<file path="src/design/tfnu_pkg.sv">
// ----------------------------------------------------------------------------
// tfnu_pkg
// shared types, codes and product schedule for the flat normal unindexer
// ----------------------------------------------------------------------------
package tfnu_pkg;

   localparam int SLOT_W = 12;
   localparam int VCNT_W = 13;
   localparam int POS_W  = 32;
   localparam int NRM_W  = 16;

   localparam logic OP_LOAD   = 1'b0;
   localparam logic OP_CORNER = 1'b1;

   localparam logic STATUS_OK      = 1'b0;
   localparam logic STATUS_MISSING = 1'b1;

   typedef logic signed [POS_W-1:0] pos_type;
   typedef logic signed [NRM_W-1:0] nrm_type;

   typedef struct packed {
      logic    has;
      nrm_type nx;
      nrm_type ny;
      nrm_type nz;
   } ovr_type;

   typedef struct packed {
      logic busy;
      logic done;
   } nrm_status_type;

   typedef enum logic [2:0] {
      ST_IDLE,
      ST_FETCH,
      ST_CALC,
      ST_EMIT,
      ST_ERROR
   } tfnu_state_type;

   typedef enum logic [3:0] {
      NS_IDLE,
      NS_LOAD,
      NS_MUL,
      NS_ACC,
      NS_MAG,
      NS_FIT,
      NS_SQRT,
      NS_DLOAD,
      NS_DIV,
      NS_DSTORE,
      NS_DONE
   } nrm_state_type;

   // cross product terms: c[t] +/- e[a] * e[b]
   localparam logic [2:0] PROD_A [6] = '{3'd1, 3'd2, 3'd2, 3'd0, 3'd0, 3'd1};
   localparam logic [2:0] PROD_B [6] = '{3'd5, 3'd4, 3'd3, 3'd5, 3'd4, 3'd3};
   localparam logic [1:0] PROD_T [6] = '{2'd0, 2'd0, 2'd1, 2'd1, 2'd2, 2'd2};
   localparam logic       PROD_S [6] = '{1'b0, 1'b1, 1'b0, 1'b1, 1'b0, 1'b1};

endpackage

</file>
<file path="src/design/tfnu_normal.sv">
// ----------------------------------------------------------------------------
// tfnu_normal
// unit face normal of one triangle on a shared bit-serial multiplier,
// a bit-pair square root and a restoring divider
// ----------------------------------------------------------------------------
module tfnu_normal import tfnu_pkg::*; (
   input  logic           clock,
   input  logic           reset,
   input  logic           start,
   input  pos_type        p0 [3],
   input  pos_type        p1 [3],
   input  pos_type        p2 [3],
   output nrm_status_type stat,
   output nrm_type        normal [3]
);

   nrm_state_type state_ff, state_in;

   logic signed [31:0] e_ff [6];
   logic signed [63:0] c_ff [3];
   logic [63:0] m_ff, acc_ff, mcand_ff, sum_ff, rn_ff, res_ff, bit_ff;
   logic [31:0] mplier_ff, len_ff;
   logic [46:0] rem_ff, div_ff;
   logic [14:0] q_ff;
   logic [2:0]  idx_ff;
   logic [4:0]  cnt_ff;
   logic        sq_ff, neg_ff;
   nrm_type     n_ff [3];

   logic signed [32:0] diff [6];
   logic [32:0] dmag [6];
   logic [32:0] dor;
   logic [1:0]  k;
   logic [31:0] opa, opb;
   logic        opneg;
   logic [63:0] sroot_sum, res_nx, mor, cmag64;
   logic        sroot_ge;
   logic [31:0] cmag;

   function automatic logic [31:0] mag32(input logic signed [31:0] v);
      logic [31:0] r;
      r = v[31] ? 32'(-v) : 32'(v);
      return r;
   endfunction

   function automatic logic [63:0] mag64(input logic signed [63:0] v);
      logic [63:0] r;
      r = v[63] ? 64'(-v) : 64'(v);
      return r;
   endfunction

   // edges and pre-scale
   always_comb begin
      for (int i = 0; i < 3; i++) begin
         diff[i]     = $signed({p1[i][31], p1[i]}) - $signed({p0[i][31], p0[i]});
         diff[3 + i] = $signed({p2[i][31], p2[i]}) - $signed({p0[i][31], p0[i]});
      end
      dor = '0;
      for (int i = 0; i < 6; i++) begin
         dmag[i] = diff[i][32] ? 33'(-diff[i]) : 33'(diff[i]);
         dor     = dor | dmag[i];
      end
      if (dor[32]) begin
         k = 2'd3;
      end else if (dor[31]) begin
         k = 2'd2;
      end else if (dor[30]) begin
         k = 2'd1;
      end else begin
         k = 2'd0;
      end
   end

   always_comb begin
      cmag64 = mag64(c_ff[idx_ff[1:0]]);
      cmag   = cmag64[31:0];
      if (sq_ff) begin
         opa   = cmag64[31:0];
         opb   = opa;
         opneg = 1'b0;
      end else begin
         opa   = mag32(e_ff[PROD_A[idx_ff]]);
         opb   = mag32(e_ff[PROD_B[idx_ff]]);
         opneg = e_ff[PROD_A[idx_ff]][31] ^ e_ff[PROD_B[idx_ff]][31];
      end
      mor = mag64(c_ff[0]) | mag64(c_ff[1]) | mag64(c_ff[2]);
      sroot_sum = res_ff + bit_ff;
      sroot_ge  = rn_ff >= sroot_sum;
      res_nx    = sroot_ge ? ((res_ff >> 1) + bit_ff) : (res_ff >> 1);
   end

   // next state
   always_comb begin
      state_in = state_ff;
      case (state_ff)
         NS_IDLE:   if (start) state_in = NS_LOAD;
         NS_LOAD:   state_in = NS_MUL;
         NS_MUL:    if (cnt_ff == 5'd31) state_in = NS_ACC;
         NS_ACC: begin
            if (!sq_ff && idx_ff == 3'd5) begin
               state_in = NS_MAG;
            end else if (sq_ff && idx_ff == 3'd2) begin
               state_in = NS_SQRT;
            end else begin
               state_in = NS_LOAD;
            end
         end
         NS_MAG:    state_in = NS_FIT;
         NS_FIT:    if (m_ff[63:31] == '0) state_in = NS_LOAD;
         NS_SQRT:   if (bit_ff[0]) state_in = NS_DLOAD;
         NS_DLOAD:  state_in = NS_DIV;
         NS_DIV:    if (cnt_ff == 5'd14) state_in = NS_DSTORE;
         NS_DSTORE: state_in = (idx_ff == 3'd2) ? NS_DONE : NS_DLOAD;
         NS_DONE:   state_in = NS_IDLE;
         default:   state_in = NS_IDLE;
      endcase
   end

   // status outputs
   always_comb begin
      stat.busy = (state_ff != NS_IDLE);
      stat.done = (state_ff == NS_DONE);
   end

   always_ff @(posedge clock) begin
      if (reset) begin
         state_ff <= NS_IDLE;
      end else begin
         state_ff <= state_in;
      end
   end

   always_ff @(posedge clock) begin
      case (state_ff)
         NS_IDLE: begin
            if (start) begin
               for (int i = 0; i < 6; i++) begin
                  e_ff[i] <= 32'(diff[i] >>> k);
               end
               for (int i = 0; i < 3; i++) begin
                  c_ff[i] <= '0;
               end
               idx_ff <= '0;
               sq_ff  <= 1'b0;
               sum_ff <= '0;
            end
         end
         NS_LOAD: begin
            mcand_ff  <= 64'(opa);
            mplier_ff <= opb;
            neg_ff    <= opneg;
            acc_ff    <= '0;
            cnt_ff    <= '0;
         end
         NS_MUL: begin
            if (mplier_ff[0]) begin
               acc_ff <= acc_ff + mcand_ff;
            end
            mcand_ff  <= mcand_ff << 1;
            mplier_ff <= mplier_ff >> 1;
            cnt_ff    <= cnt_ff + 5'd1;
         end
         NS_ACC: begin
            if (sq_ff) begin
               sum_ff <= sum_ff + acc_ff;
               if (idx_ff == 3'd2) begin
                  rn_ff  <= sum_ff + acc_ff;
                  res_ff <= '0;
                  bit_ff <= 64'd1 << 62;
               end
            end else if (PROD_S[idx_ff] ^ neg_ff) begin
               c_ff[PROD_T[idx_ff]] <= c_ff[PROD_T[idx_ff]] - $signed(acc_ff);
            end else begin
               c_ff[PROD_T[idx_ff]] <= c_ff[PROD_T[idx_ff]] + $signed(acc_ff);
            end
            idx_ff <= (idx_ff == 3'd5 || (sq_ff && idx_ff == 3'd2)) ? 3'd0 : idx_ff + 3'd1;
         end
         NS_MAG: m_ff <= mor;
         NS_FIT: begin
            if (m_ff[63:31] != '0) begin
               for (int i = 0; i < 3; i++) begin
                  c_ff[i] <= c_ff[i] >>> 1;
               end
               m_ff <= m_ff >> 1;
            end else begin
               sq_ff <= 1'b1;
            end
         end
         NS_SQRT: begin
            if (sroot_ge) begin
               rn_ff <= rn_ff - sroot_sum;
            end
            res_ff <= res_nx;
            bit_ff <= bit_ff >> 2;
            if (bit_ff[0]) begin
               len_ff <= res_nx[31:0];
            end
         end
         NS_DLOAD: begin
            rem_ff <= 47'({cmag, 14'b0}) + 47'(len_ff[31:1]);
            div_ff <= 47'({len_ff, 14'b0});
            q_ff   <= '0;
            cnt_ff <= '0;
         end
         NS_DIV: begin
            if (rem_ff >= div_ff) begin
               rem_ff <= rem_ff - div_ff;
               q_ff   <= {q_ff[13:0], 1'b1};
            end else begin
               q_ff   <= {q_ff[13:0], 1'b0};
            end
            div_ff <= div_ff >> 1;
            cnt_ff <= cnt_ff + 5'd1;
         end
         NS_DSTORE: begin
            if (len_ff == '0) begin
               n_ff[idx_ff[1:0]] <= '0;
            end else if (c_ff[idx_ff[1:0]][63]) begin
               n_ff[idx_ff[1:0]] <= -$signed({1'b0, q_ff});
            end else begin
               n_ff[idx_ff[1:0]] <= $signed({1'b0, q_ff});
            end
            idx_ff <= idx_ff + 3'd1;
         end
         default: begin
         end
      endcase
   end

   assign normal = n_ff;

endmodule

</file>
<file path="config.mk">
export PLATFORM = sky130hd
export DESIGN_NAME = tfnu_normal
export DESIGN_NICKNAME = d
export VERILOG_FILES = /design/src/design/tfnu_pkg.sv /design/src/design/tfnu_normal.sv
export SDC_FILE = /design/constraint.sdc
export NUM_CORES = 2
export LEC_CHECK = 0
export BUFFER_PORTS_ARGS = -buffer_cell sky130_fd_sc_hd__buf_2
export CORE_MARGIN = 8
export CORE_UTILIZATION = 51
export DETAILED_ROUTE_END_ITERATION = 6
export PLACE_DENSITY = 0.78
export SYNTH_ARGS = -nofsm -noshare
export SYNTH_HDL_FRONTEND = slang
export SYNTH_SLANG_ARGS = --single-unit
</file>
<file path="constraint.sdc">
create_clock -name clock -period 18 [get_ports clock]
set_clock_uncertainty 0.2 [all_clocks]
set_input_delay 0.9 -clock clock [delete_from_list [all_inputs] [get_ports clock]]
set_output_delay 0.9 -clock clock [all_outputs]
set_load 0.005 [all_outputs]
</file>
* After elaboration in Yosys (flattened, before gate mapping) *
Memories as Yosys holds them, arrays and structs flattened. A register that Yosys moved wholly into a read port is not among the register bits.
Index checks and enable logic that the tools add are counted.

cells by class
  add/sub/neg operators = 30
  multipliers = 0
  divide/modulo/power cells = 0
  $lt $le $gt $ge = 5
  eq/ne operators = 26
  shift-type cells = 6
  multiplexer cells = 94
  bitwise logic cells = 17
  reductions and logical operators = 31

operator list
  operator                            count
  2-to-1 mux 64 bit                   20
  case mux 64 bit (2 select lines)    7
  adder 64 bit                        4
  2-to-1 mux 33 bit                   6
  negator 33 bit                      6
  >>> shifter 33 x 2 -> 32 bit        6
  subtractor 32 x 32 -> 33 bit        6
  negator 64 bit                      3
  case mux 47 bit (2 select lines)    2
  bitwise OR 33 bit                   5
  2-to-1 mux 32 bit                   5
  bitwise OR 64 bit                   2
  subtractor 64 bit                   2
  bitwise mux 48 bit                  2
  2-to-1 mux 48 bit                   2
  negator 32 bit                      3
  adder 63 x 64 -> 64 bit             1
  greater-or-equal comparator 64 bit  1
  case mux 32 bit (2 select lines)    1
  OR reduction 64 bit                 1
  bitwise AND 48 bit                  1
  NOT 48 bit                          1
  adder 46 x 31 -> 47 bit             1
  greater-or-equal comparator 47 bit  1
  47 further kinds                    120

word-level totals
  flip-flop bits (word level) = 683
  bits in latches = 0
  bits in writable memories = 384
  ROM bits = 72
  input bits = 291
  memories kept = 6

memories
  memory            depth  width  read ports  clocked after Yosys merged registers in  wr ports  line                text
  c_ff              3      64     5           1                                        3         tfnu_normal.sv:20   logic signed [63:0] c_ff [3];
  e_ff              6      32     2           0                                        6         tfnu_normal.sv:19   logic signed [31:0] e_ff [6];
  (name not given)  8      3      1           0                                        0         tfnu_normal.sv:84   opneg = e_ff[PROD_A[idx_ff]][31] ^ e_ff[PROD_B[idx_ff]][31];
  (name not given)  8      3      1           0                                        0         tfnu_normal.sv:84
  (name not given)  8      2      1           0                                        0         tfnu_normal.sv:174  c_ff[PROD_T[idx_ff]] <= c_ff[PROD_T[idx_ff]] + $signed(acc_ff);
  (name not given)  8      1      1           0                                        0         tfnu_normal.sv:171  end else if (PROD_S[idx_ff] ^ neg_ff) begin

* Logic depth before layout (Yosys ltp) *
  depth in word-level cells = 12
  mapped depth = 33
  gate-level depth less buffers = 29

* Worst setup path before layout *
Ideal clock, no wire load.

  kind = reg-to-reg
  start = register res_ff[2]
  end = register rn_ff[0], enable pin
  library setup time = 0.507 ns
  arrival time = 8.963 ns
  setup slack = 8.330 ns
  cell stages (with the launch flop) = 27
  buffers on the path = 3
  period minus slack after synthesis = 9.670 ns
  cells stage by stage = edfxtp_1 -> ha_1 -> a31oi_1 -> o21bai_1 -> a31oi_1 -> o211ai_1 -> a211o_1 -> a2111o_1 -> a31o_2 -> a31o_2 -> a21oi_1 -> o21bai_1 -> a311o_1 -> a21oi_1 -> o21bai_1 -> xnor2_1 -> ha_1 -> clkbuf_1 -> nand4_1 -> nor4_1 -> nand4_1 -> nor4_1 -> o2111a_1 -> nor4_1 -> clkbuf_1 -> clkbuf_1 -> a21oi_1

between the ends
  word-level cells in the longest chain between the ends = 4

RTL lines
  item                                line                text
  start, declared                     tfnu_normal.sv:21   logic [63:0] m_ff, acc_ff, mcand_ff, sum_ff, rn_ff, res_ff, bit_ff;
  start signal, assigned              tfnu_normal.sv:193  res_ff <= res_nx;
  adder 64 bit                        tfnu_normal.sv:87   sroot_sum = res_ff + bit_ff;
  greater-or-equal comparator 64 bit  tfnu_normal.sv:88   sroot_ge = rn_ff >= sroot_sum;
  inequality test 2 bit (no line)     --
  AND reduction 4 bit (no line)       --
  end signal, assigned                tfnu_normal.sv:167  rn_ff <= sum_ff + acc_ff;
  end signal, assigned                tfnu_normal.sv:191  rn_ff <= rn_ff - sroot_sum;
  end, declared                       tfnu_normal.sv:21

Every way passes these cells.
A chain may end at the register's enable or synchronous reset.

* Final worst setup path *
  start = register res_ff[2]
  end = register res_ff[26], data pin

between the ends
  word-level cells in the longest chain between the ends = 4

RTL lines
  item                                  line                text
  adder 64 bit                          tfnu_normal.sv:87
  greater-or-equal comparator 64 bit    tfnu_normal.sv:88
  2-to-1 mux 64 bit (*)                 tfnu_normal.sv:89   res_nx = sroot_ge ? ((res_ff >> 1) + bit_ff) : (res_ff >> 1);
  named net res_nx[26]                  tfnu_normal.sv:36   logic [63:0] sroot_sum, res_nx, mor, cmag64;
  case mux 64 bit (2 select lines) (*)  tfnu_normal.sv:134  case (state_ff)

Mark *: on every way through the listed nets, which the timed path passes. The rest lies on a longest branch.

==> metrics.cfg <==
[placed_design]
place_inst = 11900
globalplace.congestion = 1.02
portBuffers = 340
post-place-ws_ps = 8920
hpwl_um = 221000
placed_cell_area_um2 = 91300

[synthesis]
syn-cell-area_um2 = 87400
synthTopCellsByArea = edfxtp_1 35%, ha_1 8.4%, o21ai_0 4.6%, nand2_1 4.3%, xor2_1 4.3%
synth_seq_cells = 1038
synth_top_area_cell = edfxtp_1
syn_avg_cell_area_um2 = 9.11
synth-async-reset-ratio_pct = 0
yosys_most_used_dff = edfxtp_1
ys_warn_count = 0
netlist.area_leader.share_pct = 35.5
synth_cell_types = 96
synth_edf_count = 1032
ys_seq_area_share_pct = 35.6
syn_inst = 9594

[global_route]
grt-ovfl-total = 0
antenna_found_initial = 3
grt.total_usage_pct = 29.8
grt_pass1_wl_um = 443000
grt_max_degree = 105
grt_pass1_vias = 75200

[clock_tree]
cts-buffers-inserted = 114
root_buffer = clkbuf_16
cts_max_level = 3
cts_tree = done
hold_buffers = 0
cts_resized = 0
post-cts-setup-buffers = 0
cts_num_sinks = 1038
clk_pin_slew_ps = 70
cts_buffer_depth = 3
clk-insertion-delay-late_ps = 770

[die]
io_pins = 341
core_area_um2 = 171000
die-area_um2 = 185000
die_width_um = 430
initial_core_util_pct = 51.1
placementRows = 152
die_h_um = 430

[finish]
fill_cells = 14900
stdcell_count = 12100
final_cell_mix = 1032 x edfxtp_1, 986 x nand2_1, 810 x nor2_1, 803 x o21ai_0, 627 x a21oi_1
seq_area_um2 = 31100
design_area_um2 = 95300
multi_input_area_um2 = 53600
final_common_cell = edfxtp_1
fin_nets = 10600
drive_gt1_share_pct = 9.59
syn2layout_area_growth_pct = 9.03

[pwr]
power.density_nw_per_um2 = 118
peakVddDrop_mv = 0.107
p_clk_share_pct = 22.5
seqPwrFrac_pct = 31.7
switchingPower_mw = 4.67
power.leakage_nw = 37.6
p_sw_share_pct = 41.5
pwr-share-comb_pct = 45.8
power.internal_mw = 6.59

[worst_setup_path]
reg2reg_depth = 25
r2r_end = res_ff[26]
reg2reg_slack_ps = 9010
cp-end-kind = flip-flop
required_ps = 18310
r2r_start = res_ff[2]
crit_type = flip-flop to flip-flop
crit_path_top_delay_cell = or4_2
slowest_delay_ps = 640
worst_setup_path_start_kind = flip-flop
crit_top_cell = o21bai_1
crit_arrival_ps = 9310
cp_max_fo = 40

[sta]
drv_slew = 0
worst_slack_ps = 9010
slew_headroom_pct = 2.61
fmax_ghz = 0.111
rsz0062_at_grt = false
fin_crit_ps = 8990
tns_ps = 0
tightestPinTransition_ps = 1450
finalCritPeriodShare_pct = 50.0
finalSetupViolCount = 0
finalHoldViolCount = 0

[detailed_routing]
wl_per_cell_um = 24.1
num_vias = 79000
drtPass1Iterations = 7
drc = 2
viasPerCell = 6.54
drtIter0Drc = 9669
antenna_left = 0
drt-total-wl_um = 291000

[min_path]
hold_path_depth = 2
min_to = state_ff[1]
hold_path_class = primary input to flip-flop
hp-start = reset

[status]
outcome = finished, violations left
violations = design-rule violations

[run]
cap_viol_max_count = 0

worst max path at each step:
stage,from,endpoint,slack [ps],cells past startpoint
after floorplan,res_ff[2],rn_ff[0],8330,26
after global placement,p0[32],e_ff[0][11],8520,18
after detailed placement,p2[64],e_ff[3][19],8920,21
after CTS,res_ff[2],res_ff[1],9200,25
after global routing,res_ff[2],res_ff[17],8570,26
final,res_ff[2],res_ff[26],9010,25
metal layers:
layer / part of all wire (%) / vias up / track usage (%)
met5: 0 / - / 0
met3: 8.6 / 908 / 4.10
met1: 39 / 37500 / 37.7
met2: 45 / 4368 / 47.8
li1: - / 36200 / -
met4: 7.9 / 0 / 19.7
cell families (layout without fill, tap and decap cells):
logic type               after synthesis  count (layout)  synth area share [%]
multiplexers                         416             416                  6.19
other                                  1              36               0.00429
AND/OR/NAND/NOR                     3050            3050                  16.6
AO/OA/AOI/OAI                       2878            2878                  21.3
flip-flops                          1038            1038                  35.6
buffers and inverters                803            1015                  3.50
XOR/XNOR                             810             810                  8.12
adder cells (fa/ha/maj)              598             598                  8.66
worst max-delay path, delay by kind of cell, from the launching register on:
family,cells,cell delay [ps]
DFF,1,470
xor gates and xnor gates,1,160
buffers and inverters,1,520
AOI/OAI and AO/OA,14,4050
and+or+nand+nor,6,2080
adders and majority gates,2,820
muxes,1,400
power by group through the flow:
stage | sequential, mW | combinational (mW) | clock, mW
2_1_floorplan | 3.43 | 3.62 | 0
3_3_place_gp | 3.59 | 4.86 | 0
3_5_place_dp | 3.60 | 4.99 | 0
4_1_cts | 3.56 | 5.03 | 2.55
5_1_grt | 3.58 | 5.55 | 2.64
6_report | 3.57 | 5.15 | 2.54
layout make-up:
type | instances | area share, %
Antenna cell | 3 | 0.00788
Clock inverter | 84 | 1.10
Timing Repair Buffer | 433 | 2.52
Multi-Input combinational cell | 7785 | 56.2
Clock buffer | 131 | 3.11
Tap cell | 2233 | 2.93
Sequential cell | 1038 | 32.6
Inverter | 367 | 1.45
flip-flops by register name (all words and copies together) (netlist names), named ones only:
| name | cells |
|---|---|
| m_ff | 33 |
| e_ff | 192 |
| rn_ff | 64 |
| q_ff | 15 |
| state_ff | 4 |
| sum_ff | 64 |
| normal | 48 |
| res_ff | 64 |
| len_ff | 32 |
| bit_ff | 32 |
| rem_ff | 47 |
| mcand_ff | 64 |
| acc_ff | 64 |
| c_ff | 225 |
| cnt_ff | 5 |
| idx_ff | 3 |
| div_ff | 46 |
| neg_ff | 1 |
| mplier_ff | 32 |
| sq_ff | 1 |
cell usage after synthesis, drive strengths merged, types with 116 or more instances:
cell       n
o21ai    810
and2     120
ha       586
mux2i    277
edfxtp  1032
a22o     184
nand3    137
clkbuf   377
a21o     295
xnor2    385
xor2     425
o21a     116
nor2     816
a31oi    126
nor3     172
inv      367
nand2    994
a21oi    631
through the flow:
stage	hold WS [ps]	total power [mW]	util (%)
floorplan	295	7.05	-
global placement	302	8.45	53.4
detailed placement	317	8.59	53.4
CTS	130	11.1	55.7
global route	158	11.8	55.7
finish	172	11.3	55.7
Note: power is estimated with default switching activity, not from simulation.
